[src/hdl/lptsc_pkg.sv]
// shared types and constants for the length-prefix to start-code converter
`default_nettype none
package lptsc_pkg;

  localparam int unsigned PREFIX_BYTES      = 4;
  localparam int unsigned PREFIX_POS_W      = 2;
  localparam int unsigned LENGTH_W          = 32;
  localparam int unsigned GATHER_W          = LENGTH_W - 8;
  localparam logic [7:0]  START_ZERO_BYTE   = 8'h00;
  localparam logic [7:0]  START_LAST_BYTE   = 8'h01;
  localparam logic [PREFIX_POS_W-1:0] PREFIX_LAST_POS = PREFIX_POS_W'(PREFIX_BYTES - 1);
  localparam int unsigned QUEUE_DEPTH_DEF   = 2;

  // per-frame parsing mode
  typedef enum logic [1:0] {
    MODE_DECIDE  = 2'd0,
    MODE_CONVERT = 2'd1,
    MODE_PASS    = 2'd2
  } mode_t;

  // what the back end puts on the output byte
  typedef enum logic [1:0] {
    CLS_START_ZERO = 2'd0,
    CLS_START_LAST = 2'd1,
    CLS_DATA       = 2'd2
  } byte_cls_t;

  // one classified item travelling from front to back
  typedef struct packed {
    byte_cls_t  cls;
    logic [7:0] data;
    logic       last;
    logic       truncated;
  } q_item_t;

endpackage
`default_nettype wire

[src/hdl/lptsc_if.sv]
// valid/ready channel interfaces for the input and result items
`default_nettype none
interface lptsc_in_if;
  logic       valid;
  logic       ready;
  logic [7:0] in_byte;
  logic       in_last;

  modport source (output valid, output in_byte, output in_last, input ready);
  modport sink   (input valid, input in_byte, input in_last, output ready);
endinterface

interface lptsc_out_if;
  logic       valid;
  logic       ready;
  logic [7:0] out_byte;
  logic       out_last;
  logic       truncated;

  modport source (output valid, output out_byte, output out_last, output truncated,
                  input ready);
  modport sink   (input valid, input out_byte, input out_last, input truncated,
                  output ready);
endinterface
`default_nettype wire

[src/hdl/length_prefix_to_start_code.sv]
// top level: length-prefixed frame bytes in, start-code frame bytes out
// an accepted input item is written into the item queue and then registered in the result register
// throughput: one item per cycle while the queue has room, set by the prefix/payload state update
// the item queue buffers up to QUEUE_DEPTH items while the output stalls
// reset: synchronous active-low rst_n empties the queue and result register and returns
// the parser to deciding on the first prefix of a new frame
`default_nettype none
module length_prefix_to_start_code #(
  parameter int unsigned QUEUE_DEPTH = lptsc_pkg::QUEUE_DEPTH_DEF
) (
  input  wire logic     clk,
  input  wire logic     rst_n,
  lptsc_in_if.sink      in_ch,
  lptsc_out_if.source   out_ch
);

  lptsc_pkg::q_item_t push_item;
  lptsc_pkg::q_item_t pop_item;
  logic               push, full, pop, not_empty;

  // parse and classify
  lptsc_front u_front (
    .clk         (clk),
    .rst_n       (rst_n),
    .in_ch       (in_ch),
    .q_full      (full),
    .q_push_item (push_item),
    .q_push      (push)
  );

  // decoupling queue
  lptsc_queue #(
    .DEPTH (QUEUE_DEPTH)
  ) u_queue (
    .clk       (clk),
    .rst_n     (rst_n),
    .push      (push),
    .push_item (push_item),
    .full      (full),
    .pop       (pop),
    .pop_item  (pop_item),
    .not_empty (not_empty)
  );

  // output formation
  lptsc_back u_back (
    .clk         (clk),
    .rst_n       (rst_n),
    .q_not_empty (not_empty),
    .q_pop_item  (pop_item),
    .q_pop       (pop),
    .out_ch      (out_ch)
  );

endmodule
`default_nettype wire

[src/hdl/lptsc_front.sv]
// front end: accepts frame bytes, tracks prefix/payload state, classifies each item
`default_nettype none
module lptsc_front (
  input  wire logic              clk,
  input  wire logic              rst_n,
  lptsc_in_if.sink               in_ch,
  input  wire logic              q_full,
  output lptsc_pkg::q_item_t     q_push_item,
  output logic                   q_push
);

  lptsc_pkg::mode_t                        mode_r, mode_nxt;
  logic [lptsc_pkg::PREFIX_POS_W-1:0]      pos_r, pos_nxt;
  logic [lptsc_pkg::GATHER_W-1:0]          gather_r, gather_nxt;
  logic [lptsc_pkg::LENGTH_W-1:0]          left_r, left_nxt;
  logic [lptsc_pkg::LENGTH_W-1:0]          full_len;
  logic                                    in_prefix;
  logic                                    trunc;

  assign in_ch.ready = ~q_full;
  assign q_push      = in_ch.valid & ~q_full;

  // length as it stands once this byte is appended
  assign full_len  = {gather_r, in_ch.in_byte};
  assign in_prefix = (mode_r == lptsc_pkg::MODE_DECIDE) ||
                     ((mode_r == lptsc_pkg::MODE_CONVERT) && (left_r == '0));

  // next state
  always_comb begin
    mode_nxt   = mode_r;
    pos_nxt    = pos_r;
    gather_nxt = gather_r;
    left_nxt   = left_r;
    if (in_prefix) begin
      if (pos_r == lptsc_pkg::PREFIX_LAST_POS) begin
        pos_nxt    = '0;
        gather_nxt = '0;
        if ((mode_r == lptsc_pkg::MODE_DECIDE) && (full_len == lptsc_pkg::LENGTH_W'(1))) begin
          mode_nxt = lptsc_pkg::MODE_PASS;
          left_nxt = '0;
        end else begin
          mode_nxt = lptsc_pkg::MODE_CONVERT;
          left_nxt = full_len;
        end
      end else begin
        pos_nxt    = pos_r + lptsc_pkg::PREFIX_POS_W'(1);
        gather_nxt = full_len[lptsc_pkg::GATHER_W-1:0];
      end
    end else begin
      unique case (mode_r)
        lptsc_pkg::MODE_CONVERT: left_nxt = left_r - lptsc_pkg::LENGTH_W'(1);
        default:                 left_nxt = left_r;
      endcase
    end
  end

  // classification and truncation flag
  always_comb begin
    q_push_item.data = in_ch.in_byte;
    q_push_item.last = in_ch.in_last;
    trunc            = 1'b0;
    if (in_prefix) begin
      if (pos_r == lptsc_pkg::PREFIX_LAST_POS) begin
        q_push_item.cls = lptsc_pkg::CLS_START_LAST;
        trunc = ~((mode_r == lptsc_pkg::MODE_DECIDE) &&
                  (full_len == lptsc_pkg::LENGTH_W'(1))) && (full_len != '0);
      end else begin
        q_push_item.cls = lptsc_pkg::CLS_START_ZERO;
        trunc = 1'b1;
      end
    end else begin
      q_push_item.cls = lptsc_pkg::CLS_DATA;
      unique case (mode_r)
        lptsc_pkg::MODE_CONVERT: trunc = (left_r != lptsc_pkg::LENGTH_W'(1));
        default:                 trunc = 1'b0;
      endcase
    end
    q_push_item.truncated = in_ch.in_last & trunc;
  end

  // state registers, back to reset values after the last byte of a frame
  always_ff @(posedge clk) begin
    if (!rst_n) begin
      mode_r   <= lptsc_pkg::MODE_DECIDE;
      pos_r    <= '0;
      gather_r <= '0;
      left_r   <= '0;
    end else if (q_push) begin
      if (in_ch.in_last) begin
        mode_r   <= lptsc_pkg::MODE_DECIDE;
        pos_r    <= '0;
        gather_r <= '0;
        left_r   <= '0;
      end else begin
        mode_r   <= mode_nxt;
        pos_r    <= pos_nxt;
        gather_r <= gather_nxt;
        left_r   <= left_nxt;
      end
    end
  end

endmodule
`default_nettype wire

[src/hdl/lptsc_queue.sv]
// short fifo of classified items between front and back
`default_nettype none
module lptsc_queue #(
  parameter int unsigned DEPTH = lptsc_pkg::QUEUE_DEPTH_DEF
) (
  input  wire logic               clk,
  input  wire logic               rst_n,
  input  wire logic               push,
  input  wire lptsc_pkg::q_item_t push_item,
  output logic                    full,
  input  wire logic               pop,
  output lptsc_pkg::q_item_t      pop_item,
  output logic                    not_empty
);

  localparam int unsigned PTR_W = $clog2(DEPTH);
  localparam int unsigned CNT_W = $clog2(DEPTH + 1);
  localparam logic [PTR_W-1:0] LAST_PTR = PTR_W'(DEPTH - 1);
  localparam logic [CNT_W-1:0] FULL_CNT = CNT_W'(DEPTH);

  lptsc_pkg::q_item_t   mem [DEPTH];
  logic [PTR_W-1:0]     wr_ptr_r, rd_ptr_r;
  logic [CNT_W-1:0]     cnt_r;
  logic                 do_push, do_pop;

  assign full      = (cnt_r == FULL_CNT);
  assign not_empty = (cnt_r != '0);
  assign do_push   = push & ~full;
  assign do_pop    = pop & not_empty;
  assign pop_item  = mem[rd_ptr_r];

  // storage
  always_ff @(posedge clk) begin
    if (do_push) begin
      mem[wr_ptr_r] <= push_item;
    end
  end

  // pointers and fill count
  always_ff @(posedge clk) begin
    if (!rst_n) begin
      wr_ptr_r <= '0;
      rd_ptr_r <= '0;
      cnt_r    <= '0;
    end else begin
      if (do_push) begin
        wr_ptr_r <= (wr_ptr_r == LAST_PTR) ? '0 : wr_ptr_r + PTR_W'(1);
      end
      if (do_pop) begin
        rd_ptr_r <= (rd_ptr_r == LAST_PTR) ? '0 : rd_ptr_r + PTR_W'(1);
      end
      if (do_push && !do_pop) begin
        cnt_r <= cnt_r + CNT_W'(1);
      end else if (do_pop && !do_push) begin
        cnt_r <= cnt_r - CNT_W'(1);
      end
    end
  end

endmodule
`default_nettype wire

[src/hdl/lptsc_back.sv]
// back end: forms the output byte from the item class and holds the result register
`default_nettype none
module lptsc_back (
  input  wire logic              clk,
  input  wire logic              rst_n,
  input  wire logic              q_not_empty,
  input  wire lptsc_pkg::q_item_t q_pop_item,
  output logic                   q_pop,
  lptsc_out_if.source            out_ch
);

  logic       valid_r;
  logic [7:0] byte_r, byte_nxt;
  logic       last_r;
  logic       trunc_r;

  // take a new item whenever the result register is empty or being drained
  assign q_pop = q_not_empty & (~valid_r | out_ch.ready);

  // start code byte or payload byte
  always_comb begin
    unique case (q_pop_item.cls)
      lptsc_pkg::CLS_START_ZERO: byte_nxt = lptsc_pkg::START_ZERO_BYTE;
      lptsc_pkg::CLS_START_LAST: byte_nxt = lptsc_pkg::START_LAST_BYTE;
      default:                   byte_nxt = q_pop_item.data;
    endcase
  end

  // result valid
  always_ff @(posedge clk) begin
    if (!rst_n) begin
      valid_r <= 1'b0;
    end else if (q_pop) begin
      valid_r <= 1'b1;
    end else if (out_ch.ready) begin
      valid_r <= 1'b0;
    end
  end

  // result payload
  always_ff @(posedge clk) begin
    if (q_pop) begin
      byte_r  <= byte_nxt;
      last_r  <= q_pop_item.last;
      trunc_r <= q_pop_item.truncated;
    end
  end

  assign out_ch.valid     = valid_r;
  assign out_ch.out_byte  = byte_r;
  assign out_ch.out_last  = last_r;
  assign out_ch.truncated = trunc_r;

endmodule
`default_nettype wire
[src/flat_wrapper.sv]
// flat-port wrapper written by rule: the top's interface ports become plain ports
module length_prefix_to_start_code_flat 
#(
  parameter int unsigned QUEUE_DEPTH = lptsc_pkg::QUEUE_DEPTH_DEF
)
  (clk, rst_n, in_ch_valid, in_ch_in_byte, in_ch_in_last, in_ch_ready, out_ch_valid, out_ch_out_byte, out_ch_out_last, out_ch_truncated, out_ch_ready);
  lptsc_in_if in_ch_i ();
  lptsc_out_if out_ch_i ();
  input  wire logic clk;
  input  wire logic rst_n;
  input wire logic [$bits(in_ch_i.valid)-1:0] in_ch_valid;
  input wire logic [$bits(in_ch_i.in_byte)-1:0] in_ch_in_byte;
  input wire logic [$bits(in_ch_i.in_last)-1:0] in_ch_in_last;
  output wire logic [$bits(in_ch_i.ready)-1:0] in_ch_ready;
  output wire logic [$bits(out_ch_i.valid)-1:0] out_ch_valid;
  output wire logic [$bits(out_ch_i.out_byte)-1:0] out_ch_out_byte;
  output wire logic [$bits(out_ch_i.out_last)-1:0] out_ch_out_last;
  output wire logic [$bits(out_ch_i.truncated)-1:0] out_ch_truncated;
  input wire logic [$bits(out_ch_i.ready)-1:0] out_ch_ready;
  assign in_ch_i.valid = in_ch_valid;
  assign in_ch_i.in_byte = in_ch_in_byte;
  assign in_ch_i.in_last = in_ch_in_last;
  assign in_ch_ready = in_ch_i.ready;
  assign out_ch_valid = out_ch_i.valid;
  assign out_ch_out_byte = out_ch_i.out_byte;
  assign out_ch_out_last = out_ch_i.out_last;
  assign out_ch_truncated = out_ch_i.truncated;
  assign out_ch_i.ready = out_ch_ready;
  length_prefix_to_start_code #(.QUEUE_DEPTH(QUEUE_DEPTH)) u_core (.clk(clk), .rst_n(rst_n), .in_ch(in_ch_i), .out_ch(out_ch_i));
endmodule
[config.mk]
export PLATFORM = sky130hd
export DESIGN_NAME = length_prefix_to_start_code_flat
export DESIGN_NICKNAME = d
export VERILOG_FILES = /design/src/hdl/lptsc_pkg.sv /design/src/hdl/lptsc_if.sv /design/src/hdl/length_prefix_to_start_code.sv /design/src/hdl/lptsc_front.sv /design/src/hdl/lptsc_queue.sv /design/src/hdl/lptsc_back.sv /design/src/flat_wrapper.sv
export SDC_FILE = /design/constraint.sdc
export NUM_CORES = 1
export LEC_CHECK = 0
export ABC_AREA = 1
export BUFFER_PORTS_ARGS = -buffer_cell sky130_fd_sc_hd__buf_2
export CAP_MARGIN = 15
export CORE_ASPECT_RATIO = 1.5
export CORE_MARGIN = 2
export CORE_UTILIZATION = 50
export DETAILED_ROUTE_END_ITERATION = 12
export PLACE_DENSITY = 0.67
export SYNTH_ARGS = -nofsm -noshare
export SYNTH_HDL_FRONTEND = slang
export SYNTH_SLANG_ARGS = --single-unit
[constraint.sdc]
create_clock -name clk -period 2.2 [get_ports clk]
set_input_delay 0.33 -clock clk [delete_from_list [all_inputs] [get_ports clk]]
set_output_delay 0.33 -clock clk [all_outputs]
set_load 0.01 [all_outputs]
==> results of run 1 <==
==> layer usage <==
layer	GRT usage, %	routed length [µm]
met5	0	0
met4	16.0	938
met3	3.88	702
met2	46.9	8040
met1	28.7	5940
==> per-stage QoR <==
| stage | power [mW] | cells | cell area (µm²) | hold WS [ns] |
|---|---|---|---|---|
| floorplan | 5.01 | 830 | 5820 | 0.426 |
| global placement | 5.92 | 1001 | 6180 | 0.438 |
| detailed placement | 5.98 | 1001 | 6180 | 0.463 |
| CTS | 7.59 | 1017 | 6480 | 0.208 |
| global route | 8.12 | 1017 | 6490 | 0.211 |
| finish | 7.58 | 1017 | 6490 | 0.222 |
==> placed cells by master (no fill, tap or decap), types with 24 or more instances in the layout <==
cell      Yosys  routed
a21oi_1      43      43
buf_2        11      24
buf_4         0      28
dfxtp_1      66      66
edfxtp_1     34      34
inv_1        65      64
nand2_1     252     252
nand3_1      81      81
nor2_1      140     140
==> where the power goes <==
group | internal, mW | total, mW | switching, mW | leakage [nW]
sequential | 2.39 | 2.67 | 0.288 | 0.867
clock | 0.831 | 1.61 | 0.775 | 0.149
combinational | 1.14 | 3.29 | 2.16 | 2.00
total | 4.35 | 7.58 | 3.22 | 3.02
==> logic make-up (layout without fill, tap and decap cells) <==
| kind of cell | count (synthesis) | after routing | synth area share [%] |
|---|---|---|---|
| and+or+nand+nor | 530 | 530 | 41.5 |
| adders and majority gates | 4 | 4 | 0.860 |
| xor gates and xnor gates | 12 | 12 | 1.80 |
| DFF | 100 | 100 | 40.2 |
| AOI/OAI and AO/OA | 81 | 81 | 7.26 |
| buffers and inverters | 103 | 140 | 8.34 |
==> cell type report <==
cell class                      count  area [µm²]  share of cell area (%)
Timing Repair Buffer               56         402                    6.19
Inverter                           68         260                    4.01
Clock inverter                      6        62.6                   0.964
Clock buffer                       10         239                    3.68
Multi-Input combinational cell    627        3000                    46.2
Tap cell                          150         188                    2.89
Sequential cell                   100        2340                    36.1
==> worst reg2reg max path, stage by stage (launching register included) <==
cell and delay, ns:
dfxtp_1 0.34, inv_1 0.10, ha_1 0.22, nand2_4 0.10, nor2_8 0.17, nand2_4 0.08, inv_2 0.07, nand2_4 0.07
nand3_4 0.08, nand2_4 0.11, inv_6 0.15, nand2_4 0.08, nand2_4 0.22, nor2_1 0.10
==> flip-flops by register name (all words and copies together), names as in the netlist, named ones only <==
| name | cells |
|---|---|
| u_core.u_back.out_ch.out_byte | 8 |
| u_core.u_back.out_ch.out_last | 1 |
| u_core.u_back.out_ch.truncated | 1 |
| u_core.u_back.out_ch.valid | 1 |
| u_core.u_front.gather_r | 24 |
| u_core.u_front.left_r | 32 |
| u_core.u_front.mode_r | 2 |
| u_core.u_front.pos_r | 2 |
| u_core.u_queue.cnt_r | 2 |
| u_core.u_queue.mem | 24 |
| u_core.u_queue.rd_ptr_r | 1 |
| u_core.u_queue.wr_ptr_r | 1 |
==> synth_stat cells (all sizes together) <==
master	n	area, µm²
a21oi	43	215
buf	25	188
clkbuf	10	37.5
clkinv	1	3.75
dfxtp	66	1320
edfxtp	34	1020
ha	4	50.1
inv	67	256
nand2	262	1060
nand3	101	613
nand4	10	62.6
nor2	153	654
nor3	1	5.00
nor3b	1	7.51
o211ai	1	7.51
o21ai	31	155
o21bai	5	37.5
o31ai	1	7.51
or2	2	12.5
xnor2	4	35.0
xor2	8	70.1
==> worst min-delay path by stage <==
stage,endpoint,slack (ns),start,cells after the start
floorplan,register,0.43,u_core.u_queue.rd_ptr_r,1
global placement,u_core.u_queue.rd_ptr_r,0.44,u_core.u_queue.rd_ptr_r,1
detailed placement,u_core.u_queue.rd_ptr_r,0.46,u_core.u_queue.rd_ptr_r,1
CTS,u_core.u_queue.mem[0][4],0.21,in_ch_in_byte[2],1
global route,u_core.u_queue.mem[0][4],0.21,in_ch_in_byte[2],1
finish,u_core.u_queue.mem[0][4],0.22,in_ch_in_byte[2],1
==> repair_timing <==
item,4_1_cts,5_1_grt
setup buffers,0,0
endpoints found under the setup margin,0,2
gates resized for setup,0,1
==> results.ini, run 1 <==
[timing]
final-max-slew-violation-count=0
timing.max_slew.rel_slack_pct=63.7
unrepaired_setup_endpoints_after_global_routing=no
max_slew.worst_pin.slew_ns=0.544
final-hold-violation-count=0
totalNegativeSetupSlack_ns=0
fmaxAchievable_mhz=497
worst_slack_ns=0.189
timing.final.crit_share_pct=91.4
finalCriticalPeriod_ns=2.01
setup-violations-final=0
final.setup_skew_ns=0.0101

[final_layout]
flow.area_growth_from_synthesis_pct=11.4
fillerInstances=1073
utilization_pct=56.9
final_nets=879
antenna_cells=0
post_route_cells_drive_above_1_share_pct=13.7

[worst_setup_path]
worst-path-max-fanout=24
reg2reg_from=u_core.u_front.left_r[0]
crit_path_cell_trace=inv_1 > ha_1 > nand2_4 > nor2_8 > nand2_4 > inv_2 > nand2_4 > nand3_4 > nand2_4 > inv_6 > nand2_4 > nand2_4 > nor2_1
cp-endpoint=u_core.u_front.gather_r[22]
reg2reg_slack_ns=0.19
regToRegEndpoint=u_core.u_front.gather_r[22]
cp-start-kind=register
worst_setup_path_end_kind=register
cpLargestDelayFamily=simple AND/OR/NAND/NOR gates
critPathArrivalTime_ns=2.24
cp_num_buf_inv=3
crit_slowest_cell=dfxtp_1
worstRegToRegCells=13
worstSetupPathDepth=13
critical_path_required_ns=2.43
max_stage_delay_ns=0.34
crit_path_frequent_cell=nand2_4
timing.setup.critical_path_class=register to register
startpoint=u_core.u_front.left_r[0]

[clock_tree]
cts_max_level=3
clk_transition_reported_paths_ns=0.08
cts.path.max_buffers=2
clockRootBuffer=clkbuf_16
clock_insertion_delay_worst_skew_ns=0.35
number_of_clock_buffers_inserted_by_tritoncts=9
clock_sinks=100
tritoncts=built
cts_hold_repair.buffers=0

[global_routing]
grt_first_pass_wirelength_um=25400
grt-ovfl-total=0
grt_start_max_net_pins=65
number_of_antenna_violations_at_the_first_check_in_global_routing=0
grt_pass1_vias=5137
global_route_usage_over_all_layers_pct=26.1

[yosys]
yosys_warnings=0
seq_area_frac_synth_pct=40.2
synth_cell_types=37
synthesis.area_mm2=0.00582
syn_nets=847
synthesis.area_per_instance_um2=7.02
synth-seq-cells=100
instance_count_of_the_mapped_netlist=830

[job]
max_cap_violations=0

[detailed_routing]
remaining_drc_errors=0
number_of_vias_in_the_routed_layout=5424
postRouteWirelength_um=15600
ant_nets=0
via_per_inst=5.33
drt_iter0_markers=407
wl_per_cell_um=15.4
dr.pass1.iters=5

[floorplan]
core_region_area_mm2=0.0114
dieArea_mm2=0.0125
die_w_um=92.1
floorplan.initialDensity_pct=51.0
rows=48
num_io_pins=25
fp.dieH_um=136

[placed_design]
placement.setup.worst_slack_ns=0.216
buffer_ports.inserted=24
placer_congestion_estimate=0.956
detailed_place_hpwl_um=11900

[pwr]
static-leakage-power_nw=3.02
power_density_over_the_cells_mw_per_mm2=1170
vdd_ir_drop_max_mv=0.417

[status]
status=finished, final reports clean

[worst_hold_path]
worst_hold_path_type=primary input to register

Power figures use the tool's default switching activity.
==> run 2, diff against run 1 <==
CTS_CLUSTER_DIAMETER = 40   (was default)
MAX_ROUTING_LAYER = met4   (was default)
==> results.ini, run 2 (synthesized netlist as in run 1, its figures left out) <==
[status]
status=finished, final reports clean  ; unchanged

[clock_tree]
cts.path.max_buffers=2  ; unchanged
clock_sinks=100  ; unchanged
clk_transition_reported_paths_ns=0.08  ; about the same
clock_insertion_delay_worst_skew_ns=0.36  ; was 0.35 ns
tritoncts=built  ; unchanged
clockRootBuffer=clkbuf_16  ; unchanged
cts_max_level=3  ; unchanged
number_of_clock_buffers_inserted_by_tritoncts=9  ; unchanged

[timing]
hold_slack_ns=0.209  ; was 0.222 ns
finalCriticalPeriod_ns=2.06  ; was 2.01 ns
totalNegativeSetupSlack_ns=0  ; unchanged
timing.final.crit_share_pct=93.8  ; was 91.4%
final-max-slew-violation-count=0  ; unchanged
unrepaired_setup_endpoints_after_global_routing=yes  ; was no
final.setup_skew_ns=0.0143  ; was 0.0101 ns
timing.max_slew.rel_slack_pct=67.7  ; was 63.7%
max_slew.worst_pin.slew_ns=0.483  ; was 0.544 ns
fmaxAchievable_mhz=484  ; was 497 MHz
final-hold-violation-count=0  ; unchanged
setup-violations-final=0  ; unchanged

[worst_hold_path]
worstHoldPathCells=1  ; unchanged
endpoint_worst_hold=u_core.u_queue.mem[0][4]  ; unchanged
min-delay-start=in_ch_in_byte[2]  ; unchanged
worst_hold_path_type=primary input to register  ; unchanged

[final_layout]
final_nets=881  ; was 879
fillerInstances=1084  ; was 1073
post_route_cells_drive_above_1_share_pct=14.4  ; was 13.7%
flow.area_growth_from_synthesis_pct=12.3  ; was 11.4%
most-common-layout-cells=252 x nand2_1, 138 x nor2_1, 81 x nand3_1  ; was 252 x nand2_1, 140 x nor2_1, 81 x nand3_1
largest_register_by_flop_count=u_core.u_front.left_r  ; unchanged
multi_input_area_mm2=0.00300  ; about the same
largest_register_ffs=32  ; unchanged
largestRegisters=u_core.u_front.left_r: 32 flops, u_core.u_front.gather_r: 24 flops, u_core.u_queue.mem: 24 flops  ; unchanged
antenna_cells=0  ; unchanged
layout.cells.most_common=nand2_1  ; unchanged
sequential_cell_area_mm2=0.00234  ; about the same

[global_routing]
grt-ovfl-total=0  ; unchanged
number_of_antenna_violations_at_the_first_check_in_global_routing=0  ; unchanged
grt_pass1_vias=4915  ; was 5137
global_route_usage_over_all_layers_pct=26.8  ; was 26.1%
grt_start_max_net_pins=65  ; unchanged
grt_first_pass_wirelength_um=25200  ; was 25400 µm

[worst_setup_path]
crit_path_frequent_cell=nand2_4  ; unchanged
timing.setup.critical_path_class=register to register  ; unchanged
reg2reg_from=u_core.u_front.left_r[0]  ; unchanged
critical_path_required_ns=2.44  ; was 2.43 ns
cp-start-kind=register  ; unchanged
critPathArrivalTime_ns=2.30  ; was 2.24 ns
crit_slowest_cell=dfxtp_1  ; unchanged
crit_path_cell_trace=inv_1 > ha_2 > nand2_4 > nor2_8 > nand2_4 > inv_2 > nand2_4 > nand3_4 > nand2_4 > inv_6 > nand2_4 > nand2_4 > nor2_1  ; was inv_1 > ha_1 > nand2_4 > nor2_8 > nand2_4 > inv_2 > nand2_4 > nand3_4 > nand2_4 > inv_6 > nand2_4 > nand2_4 > nor2_1
worst_setup_path_end_kind=register  ; unchanged
cpLargestDelayFamily=simple AND/OR/NAND/NOR gates  ; unchanged
max_stage_delay_ns=0.34  ; about the same
cp_num_buf_inv=3  ; unchanged
regToRegEndpoint=u_core.u_front.gather_r[18]  ; was u_core.u_front.gather_r[22]
worst-path-max-fanout=24  ; unchanged
worstRegToRegCells=13  ; unchanged
reg2reg_slack_ns=0.14  ; was 0.19 ns

[floorplan]
dieArea_mm2=0.0125  ; unchanged
fp.dieH_um=136  ; unchanged
core_region_area_mm2=0.0114  ; unchanged
rows=48  ; unchanged
floorplan.initialDensity_pct=51.0  ; unchanged
num_io_pins=25  ; unchanged
die_w_um=92.1  ; unchanged

[detailed_routing]
postRouteWirelength_um=16000  ; was 15600 µm
wl_per_cell_um=15.7  ; was 15.4 µm
remaining_drc_errors=0  ; unchanged
number_of_vias_in_the_routed_layout=5415  ; was 5424
drt_iter0_markers=300  ; was 407
via_per_inst=5.31  ; was 5.33
ant_nets=0  ; unchanged
dr.pass1.iters=7  ; was 5

[pwr]
static-leakage-power_nw=3.04  ; was 3.02 nW
vdd_ir_drop_max_mv=0.540  ; was 0.417 mV
power_density_over_the_cells_mw_per_mm2=1170  ; about the same
power_mw=7.66  ; was 7.58 mW

[placed_design]
buffer_ports.inserted=24  ; unchanged
placer_congestion_estimate=0.973  ; was 0.956
detailed_place_hpwl_um=12300  ; was 11900 µm

[job]
max_cap_violations=0  ; unchanged

-- run 2: changes by cell type in the layout (fill, tap and decap cells not counted), sizes merged --
| cell | before | now |
|---|---|---|
| inv | 71 | 70 |
| clkbuf | 10 | 9 |
| clkinv | 3 | 5 |
| buf | 56 | 58 |
-- run 2: worst max path at each step --
stage / startpoint / endpoint / slack [ns] / depth (start not counted)
after CTS: u_core.u_front.left_r[0] / u_core.u_front.left_r[30] / 0.10 / 14
after floorplan: u_core.u_back.out_ch.valid / u_core.u_queue.cnt_r[1] / 0.16 / 9
after global routing: u_core.u_front.left_r[0] / u_core.u_front.left_r[17] / -0.009 / 14
after detailed placement: u_core.u_front.left_r[0] / u_core.u_front.left_r[30] / 0.13 / 14
final: u_core.u_front.left_r[0] / u_core.u_front.gather_r[18] / 0.14 / 13
after global placement: u_core.u_front.left_r[0] / u_core.u_front.left_r[30] / 0.14 / 14
-- run 2: per-layer routing --
layer,share of wire (%),routed length (µm),global-route usage [%]
met1,39,6290,28.8
met2,52,8420,47.9
met3,3.6,576,3.44
met4,4.7,758,14.3
met5,0,0,-
-- run 2: report_power, final --
part / switching [mW] / internal [mW] / total [mW]
Clock: 0.835 / 0.824 / 1.66
Sequential: 0.295 / 2.39 / 2.68
Combinational: 2.18 / 1.15 / 3.32
-- run 2: stage by stage --
| step | area (µm²) | std cells | utilization (%) | setup slack, ns |
|---|---|---|---|---|
| 6_report | 6540 | 1019 | 57.3 | 0.135 |
| 4_1_cts | 6530 | 1019 | 57.2 | 0.104 |
| 3_3_place_gp | 6210 | 1003 | 54.4 | 0.142 |
| 2_1_floorplan | 5820 | 830 | - | 0.159 |
| 5_1_grt | 6540 | 1019 | 57.3 | -0.00876 |
| 3_5_place_dp | 6210 | 1003 | 54.4 | 0.128 |
-- run 2: area by class of cell --
| type | count | area share, % |
|---|---|---|
| sequential | 100 | 35.8 |
| tap | 150 | 2.87 |
| clock inverter | 7 | 1.40 |
| timing repair buffer | 58 | 6.56 |
| clock buffer | 9 | 3.44 |
| multi-input combinational | 627 | 45.9 |
| inverter | 68 | 3.98 |
-- run 2: repair_timing --
| item | in CTS | in global routing |
|---|---|---|
| hold buffers | 0 | 0 |
| setup endpoints to repair | 0 | 56 |
| gates resized for setup | 0 | 5 |
| buffers inserted | 0 | 0 |
-- run 2: worst register-to-register path, cell delays in order, from the launching register on --
cell     delay, ns
dfxtp_1       0.34
inv_1         0.12
ha_2          0.23
nand2_4       0.09
nor2_8        0.17
nand2_4       0.09
inv_2         0.07
nand2_4       0.09
nand3_4       0.10
nand2_4       0.07
inv_6         0.13
nand2_4       0.10
nand2_4       0.25
nor2_1        0.09
